--- src/sv/skbp_pkg.sv ---
package skbp_pkg;

	localparam int ACC_W = 56;
	localparam int MA_W = 24;
	localparam int MB_W = 34;
	localparam int SCR_W = 20;
	localparam int LEN_W = 44;
	localparam int T_W = 17;
	localparam int DIV_STEPS = 16;

	localparam logic signed [ACC_W-1:0] ACC_ZERO = '0;
	localparam logic signed [ACC_W-1:0] BEST_INIT = ACC_W'(36864);
	localparam logic signed [ACC_W-1:0] CLAMP_LIM = ACC_W'(262144);
	localparam logic [T_W-1:0] T_ONE = T_W'(65536);
	localparam logic signed [20:0] NDC_ONE = 21'sd65536;

	localparam logic FUNC_LOAD = 1'b0;
	localparam logic FUNC_PICK = 1'b1;

	localparam logic [2:0] REG_SHOW = 3'd0;
	localparam logic [2:0] REG_YAW = 3'd1;
	localparam logic [2:0] REG_PITCH = 3'd2;
	localparam logic [2:0] REG_CENTER = 3'd3;
	localparam logic [2:0] REG_INV_W = 3'd4;
	localparam logic [2:0] REG_INV_H = 3'd5;
	localparam logic [2:0] REG_CANVAS_W = 3'd6;
	localparam logic [2:0] REG_CANVAS_H = 3'd7;

	typedef enum logic [4:0] {
		ST_IDLE, ST_RD_J, ST_LD_J, ST_RD_P, ST_LD_P,
		ST_M0, ST_M1, ST_M2, ST_M3, ST_M4, ST_M5, ST_M6, ST_M7, ST_M8, ST_M9, ST_M10,
		ST_D0, ST_D1, ST_D2,
		ST_G0, ST_G1, ST_G2, ST_G3, ST_G4, ST_G5, ST_G6, ST_G7,
		ST_DIV, ST_FIN
	} skbp_state_t;

	typedef enum logic [1:0] {
		ACC_HOLD, ACC_LOAD, ACC_ADD, ACC_SUB
	} skbp_acc_op_t;

	function automatic logic signed [ACC_W-1:0] rnd_shr(input logic signed [ACC_W-1:0] v,
			input int unsigned n);
		logic signed [ACC_W-1:0] h;
		h = ACC_W'(1) <<< (n - 1);
		return (v + h) >>> n;
	endfunction

	function automatic logic signed [ACC_W-1:0] clamp4(input logic signed [ACC_W-1:0] v);
		if (v > CLAMP_LIM) begin
			return CLAMP_LIM;
		end
		if (v < -CLAMP_LIM) begin
			return -CLAMP_LIM;
		end
		return v;
	endfunction

endpackage

--- src/sv/skbp_ram.sv ---
module skbp_ram import skbp_pkg::*; #(
	parameter int WIDTH = 8,
	parameter int DEPTH = 64
) (
	input  logic                           clk,
	input  logic                           we,
	input  logic [$clog2(DEPTH > 1 ? DEPTH : 2)-1:0] waddr,
	input  logic [WIDTH-1:0]               wdata,
	input  logic [$clog2(DEPTH > 1 ? DEPTH : 2)-1:0] raddr,
	output logic [WIDTH-1:0]               rdata
);

	logic [WIDTH-1:0] mem_q [DEPTH];

	always_ff @(posedge clk) begin
		if (we) begin
			mem_q[waddr] <= wdata;
		end
		rdata <= mem_q[raddr];
	end

endmodule

--- config.mk ---
export PLATFORM = sky130hd
export DESIGN_NAME = skbp_ram
export DESIGN_NICKNAME = d
export VERILOG_FILES = /design/src/sv/skbp_pkg.sv /design/src/sv/skbp_ram.sv
export SDC_FILE = /design/constraint.sdc
export NUM_CORES = 1
export LEC_CHECK = 0
export ABC_AREA = 1
export BUFFER_PORTS_ARGS = -buffer_cell sky130_fd_sc_hd__buf_2
export CAP_MARGIN = 25
export CORE_ASPECT_RATIO = 1.1
export CORE_UTILIZATION = 50
export CTS_BUF_LIST = sky130_fd_sc_hd__clkbuf_8
export DETAILED_ROUTE_END_ITERATION = 8
export GPL_TIMING_DRIVEN = 0
export PLACE_DENSITY = 0.66
export SYNTH_ARGS = -nofsm -noshare
export SYNTH_HDL_FRONTEND = slang
export SYNTH_SLANG_ARGS = --single-unit
export TNS_END_PERCENT = 1
--- constraint.sdc ---
create_clock -name clk -period 2.5 [get_ports clk]
set_input_delay 0.5 -clock clk [delete_from_list [all_inputs] [get_ports clk]]
set_output_delay 0.5 -clock clk [all_outputs]
set_load 0.03 [all_outputs]
==> out/qor.yml, run 1 <==
clock_network:
  holdBufCountCts: 0
  cts_buffers: 82
  root_buffer: "clkbuf_8"
  cts.path.max_buffers: 3
  cts_tree: "built"
  htreeDepth: 3
  cts.clk_slew.worst_paths_ns: 0.06
  cts_sinks: 520
  worstSkewPairLatency_ns: 0.65
  cts-resized-gates: 0
  post_cts_buffers: 0
drt:
  drc: 0
  first_pass_iters: 8
  vias: 14900
  wl_per_cell_um: 24.4
  ant_nets: 0
  vias_per_cell: 5.82
  wirelength_um: 62300
  drt_iter0_drc: 1806
min_path:
  hp-class: "in -> reg"
pwr:
  ir_drop_mv: 0.352
  p_leak_nw: 8.77
  power_density_mw_per_mm2: 734
  power.total_mw: 17.5
global_routing:
  met1_usage: 0.394
  grt_max_degree: 45
  grt_pass1_wl_um: 90300
  track_usage: 0.293
  overflow: 0
  antenna_found_initial: 4
  grt_pass1_vias: 13900
  met2_usage: 0.455
  use_met3: 0.0573
  busiest_layer: "met2"
setup_path:
  crit_path_end_kind: "flip-flop"
  critical_path_required_ns: 2.77
  setup.worst_path.start_class: "input pin"
  arrival_ns: 2.70
  critical_path_class: "in -> reg"
  crit_fanout: 9
placement:
  io_buffers: 21
  routabilityCongestion: 0.967
  place_inst: 2409
  dp_hpwl_um: 42400
  placed_cell_area_mm2: 0.0224
run_status:
  status: "finished clean"
finish:
  layout.cells.non_filler: 2554
  final_area_mm2: 0.0239
  final_cell_mix: "nand2_1, edfxtp_1, nand3_1"
  mostFrequentLayoutCell: "nand2_1"
  drive_above_1_share: 0.118
  final_net_count: 1948
  area_growth_pct: 11.8
die:
  io-pin-count: 30
  die_area_mm2: 0.0435
  die_x_um: 199
  die_h_um: 219
  coreArea_mm2: 0.0422
  fp-row-count: 79
  start_util: 0.506
timing:
  hold_viol_final: 0
  grt_setup_unrepaired: "false"
  post-route-period-util: 0.972
  clock_skew_ns: 0.0164
  worstMarginPinSlew_ns: 1.00
  fmaxAchievable_ghz: 0.412
  period_needed_ns: 2.43
  fin_hold_ws_ns: 0.338
  finalSetupViolCount: 0
  slew_headroom: 0.331
  finalMaxSlewViolations: 0
yosys:
  ys_seq_area_frac: 0.728
  syn_inst: 1805
  synth-seq-cells: 520
  syn-num-nets: 1827
  synthDistinctLibCells: 16
  yosys_warnings: 0
  postSynthAreaPerCell_um2: 11.8
  synth_area_leader_cell: "edfxtp_1"
  synth_area_leaders: "edfxtp_1, nand2_1, nand3_1"
  synth_top_area_frac: 0.720
  synth_area_mm2: 0.0213
job:
  maxCapViolCount: 0
==> critical path: stages <==
cell	delay (ns)
clkbuf_1	0.25
inv_1	0.33
nand4_1	0.63
nor2_1	0.97
==> path summary, 6_finish.rpt <==
check / startpoint / end / slack [ns] / cells past startpoint
max: waddr[1] / mem_q[29][3] / 0.07 / 4
max reg2reg: mem_q[37][0] / rdata[0] / 1.03 / 8
min: raddr[5] / rdata[3] / 0.34 / 3
min reg2reg: mem_q[4][5] / rdata[5] / 0.93 / 8
==> flip-flops by register name (all words and copies together) (netlist names) <==
register and cells:
mem_q 512, rdata 8
==> cells in the mapped netlist <==
| cell | instances |
|---|---|
| buf_1 | 10 |
| nor4_1 | 8 |
| nor2_1 | 56 |
| inv_2 | 1 |
| edfxtp_1 | 512 |
| nand4_1 | 9 |
| buf_8 | 2 |
| buf_4 | 14 |
| clkbuf_1 | 15 |
| inv_6 | 1 |
| dfxtp_1 | 8 |
| buf_6 | 35 |
| nand2_1 | 648 |
| nand3_1 | 439 |
| inv_1 | 10 |
| buf_2 | 37 |
==> layer usage <==
| metal | routed length [um] | up-vias |
|---|---|---|
| li1 | - | 6612 |
| met1 | 24200 | 7254 |
| met2 | 28700 | 836 |
| met3 | 6250 | 160 |
| met4 | 3050 | 6 |
| met5 | 31 | - |
==> kinds of logic after synthesis <==
| family | Yosys count | share of synthesized area |
|---|---|---|
| AND/OR/NAND/NOR | 1160 | 0.232 |
| flip-flops | 520 | 0.728 |
| buffers and inverters | 125 | 0.0402 |
==> report_power, final <==
group	internal [mW]	leakage, nW	switching (mW)
combinational	0.353	3.25	1.01
clock	3.22	0.842	3.26
sequential	9.65	4.67	0.0171
total	13.2	8.77	4.29
==> area by class of cell <==
class / count / area [um2]
fill: 3517 / 18300
sequential: 520 / 15500
multi-input combinational: 1160 / 5000
clock buffer: 88 / 1210
buffer: 113 / 808
tap: 567 / 709
timing repair buffer: 37 / 325
clock inverter: 55 / 223
inverter: 12 / 50.0
antenna: 2 / 5.00
==> stage by stage <==
stage          utilization  setup slack (ns)  TNS (ns)
6_report             0.565            0.0712         0
5_1_grt              0.565            0.0251         0
2_1_floorplan            -             0.234         0
4_1_cts              0.565             0.145         0
3_5_place_dp         0.531            -0.548   -147.99
3_3_place_gp         0.525            -0.592   -101.44
No activity file was read; power rests on OpenSTA's default activity.
==> inputs of run 2 (changes only) <==
--- a/config.mk
+++ b/config.mk
@@ -14,6 +14,7 @@
 export DETAILED_ROUTE_END_ITERATION = 8
 export GPL_TIMING_DRIVEN = 0
 export PLACE_DENSITY = 0.66
+export RECOVER_POWER = 100
 export SYNTH_ARGS = -nofsm -noshare
 export SYNTH_HDL_FRONTEND = slang
 export SYNTH_SLANG_ARGS = --single-unit
==> run 2 against run 1 <==
The run now ends with capacitance limit, slew limit left. Critical path depth stayed put. Largest cell class unchanged. Final area is 0.94% lower. First-iteration DRC count is 2.2% higher. Largest power group unchanged.
==> out/qor.yml, run 2 (synthesized netlist as in run 1, its figures left out) <==
run_status:
  status: "finished with violations"
  violations: "capacitance limit, slew limit"
job:
  maxCapViolCount: 4  # +4
clock_network:
  cts_sinks: 520  # unchanged
  cts.clk_slew.worst_paths_ns: 0.06  # about the same
  cts-resized-gates: 0  # unchanged
  worstSkewPairLatency_ns: 0.66  # about the same
  htreeDepth: 3  # unchanged
  root_buffer: "clkbuf_8"
  cts.path.max_buffers: 3  # unchanged
  cts_buffers: 82  # unchanged
  cts_tree: "built"
  post_cts_buffers: 0  # unchanged
  holdBufCountCts: 0  # unchanged
setup_path:
  rrSetupSlack_ns: 1.03  # about the same
  critical_path_required_ns: 2.76  # about the same
  crit_chain: "clkbuf_1 -> inv_1 -> nand4_1 -> nor2_1"
  critical_path_class: "in -> reg"
  arrival_ns: 2.65  # -0.05 ns
  crit_end: "mem_q[28][3]"
  crit_fanout: 9  # unchanged
  crit_slowest_cell: "nor2_1"
  critPathMaxStageDelay_ns: 1.03  # +0.06 ns
  setup.worst_path.start_class: "input pin"
  worst_r2r_path_depth: 8  # unchanged
  worstReg2RegEnd: "rdata[0]"
  crit_path_end_kind: "flip-flop"
  worstReg2RegStart: "mem_q[37][0]"
  critPathLaunch: "waddr[1]"
placement:
  place_inst: 2409  # unchanged
  preCtsSetupSlack_ns: -0.548  # unchanged
  io_buffers: 21  # unchanged
  routabilityCongestion: 0.967  # unchanged
  placed_cell_area_mm2: 0.0224  # unchanged
  dp_hpwl_um: 42400  # unchanged
pwr:
  power_density_mw_per_mm2: 740  # +0.84%
  clkPwrFrac: 0.371  # about the same
  switchingPower_mw: 4.29  # about the same
  p_sw_frac: 0.245  # +0.000405
  power_frac_seq: 0.553  # about the same
  power.total_mw: 17.5  # -0.11%
  p_leak_nw: 8.64  # -1.5%
  ir_drop_mv: 0.353  # +0.24%
  comb_power_share: 0.076  # -0.002
  p_int_mw: 13.2  # -0.17%
die:
  die_area_mm2: 0.0435  # unchanged
  io-pin-count: 30  # unchanged
  coreArea_mm2: 0.0422  # unchanged
  die_x_um: 199  # unchanged
  fp-row-count: 79  # unchanged
  die_h_um: 219  # unchanged
  start_util: 0.506  # unchanged
finish:
  area_growth_pct: 10.8
  layout.cells.non_filler: 2553  # -0.039%
  final_net_count: 1948  # unchanged
  reg_top3: "mem_q x512, rdata x8"
  final_area_mm2: 0.0236  # -0.94%
  drive_above_1_share: 0.101  # -0.0171
  top_register: "mem_q"
  final_cell_mix: "nand2_1, edfxtp_1, nand3_1"
  largest_register_ffs: 512  # unchanged
  mostFrequentLayoutCell: "nand2_1"
timing:
  worstMarginPinSlew_ns: 1.83  # +0.832 ns
  post-route-period-util: 0.955  # -0.0165
  clock_skew_ns: 0.0188  # +0.00234 ns
  hold_viol_final: 0  # unchanged
  period_needed_ns: 2.39  # -0.0414 ns
  finalSetupViolCount: 0  # unchanged
  finalMaxSlewViolations: 128  # +128
  fin_tns_setup_ns: 0  # unchanged
  grt_setup_unrepaired: "false"
  fmaxAchievable_ghz: 0.419  # +1.7%
  slew_headroom: -0.221  # -0.552
  final.setup.worst_slack_ns: 0.113  # +0.0414 ns
drt:
  vias: 15000  # +0.62%
  ant_nets: 0  # unchanged
  drc: 0  # unchanged
  vias_per_cell: 5.86  # +0.66%
  first_pass_iters: 8  # unchanged
  wl_per_cell_um: 24.5  # +0.43%
  wirelength_um: 62500  # +0.39%
  drt_iter0_drc: 1846  # +2.2%
min_path:
  hp-class: "in -> reg"
global_routing:
  overflow: 0  # unchanged
  grt_pass1_wl_um: 90300  # unchanged
  grt_max_degree: 45  # unchanged
  grt_pass1_vias: 13900  # unchanged
  track_usage: 0.293  # unchanged
  antenna_found_initial: 4  # unchanged
run 2: cell types whose count changed in the layout (fill, tap and decap cells not counted), sizes merged:
cell,change
diode,-1
clkbuf,+35
buf,-35
run 2: layout make-up:
cell class / instances / area [um2]
Tap cell: 567 / 709
Sequential cell: 520 / 15500
Inverter: 12 / 50.0
Clock inverter: 55 / 223
Multi-Input combinational cell: 1160 / 4950
Clock buffer: 88 / 1210
Fill cell: 3558 / 18600
Buffer: 113 / 807
Antenna cell: 1 / 2.50
Timing Repair Buffer: 37 / 154
run 2: stage by stage:
stage	utilization	hold WS [ns]
after floorplan	-	0.599
after global placement	0.525	0.906
after detailed placement	0.531	0.911
after CTS	0.565	0.317
after global routing	0.560	0.338
final	0.560	0.328
run 2: worst min path at each step:
stage                 from          end  cells after the start
2_1_floorplan     wdata[0]  mem_q[0][0]                      0
3_3_place_gp   mem_q[4][5]     rdata[5]                      8
3_5_place_dp   mem_q[4][5]     rdata[5]                      8
4_1_cts           raddr[5]     rdata[3]                      3
5_1_grt           raddr[5]     rdata[3]                      3
6_report          raddr[5]     rdata[3]                      3
run 2: worst max-delay path: cells and delay by family:
kind,cells,cell delay [ns]
and+or+nand+nor,2,1.62
buffers and inverters,2,0.51
run 2: per-layer routing:
layer	up-vias	wire, um	global-route usage
met3	178	6470	0.0573
met5	-	32	0
met4	6	3230	0.152
li1	6622	-	-
met2	899	28400	0.455
met1	7255	24300	0.394
run 2: power by group through the flow:
stage / logic (mW) / registers [mW] / clock network (mW)
2_1_floorplan: 0.678 / 9.88 / 0
3_3_place_gp: 1.27 / 9.86 / 0
3_5_place_dp: 1.33 / 9.85 / 0
4_1_cts: 1.33 / 9.67 / 6.53
5_1_grt: 1.41 / 9.68 / 6.90
6_report: 1.33 / 9.68 / 6.49
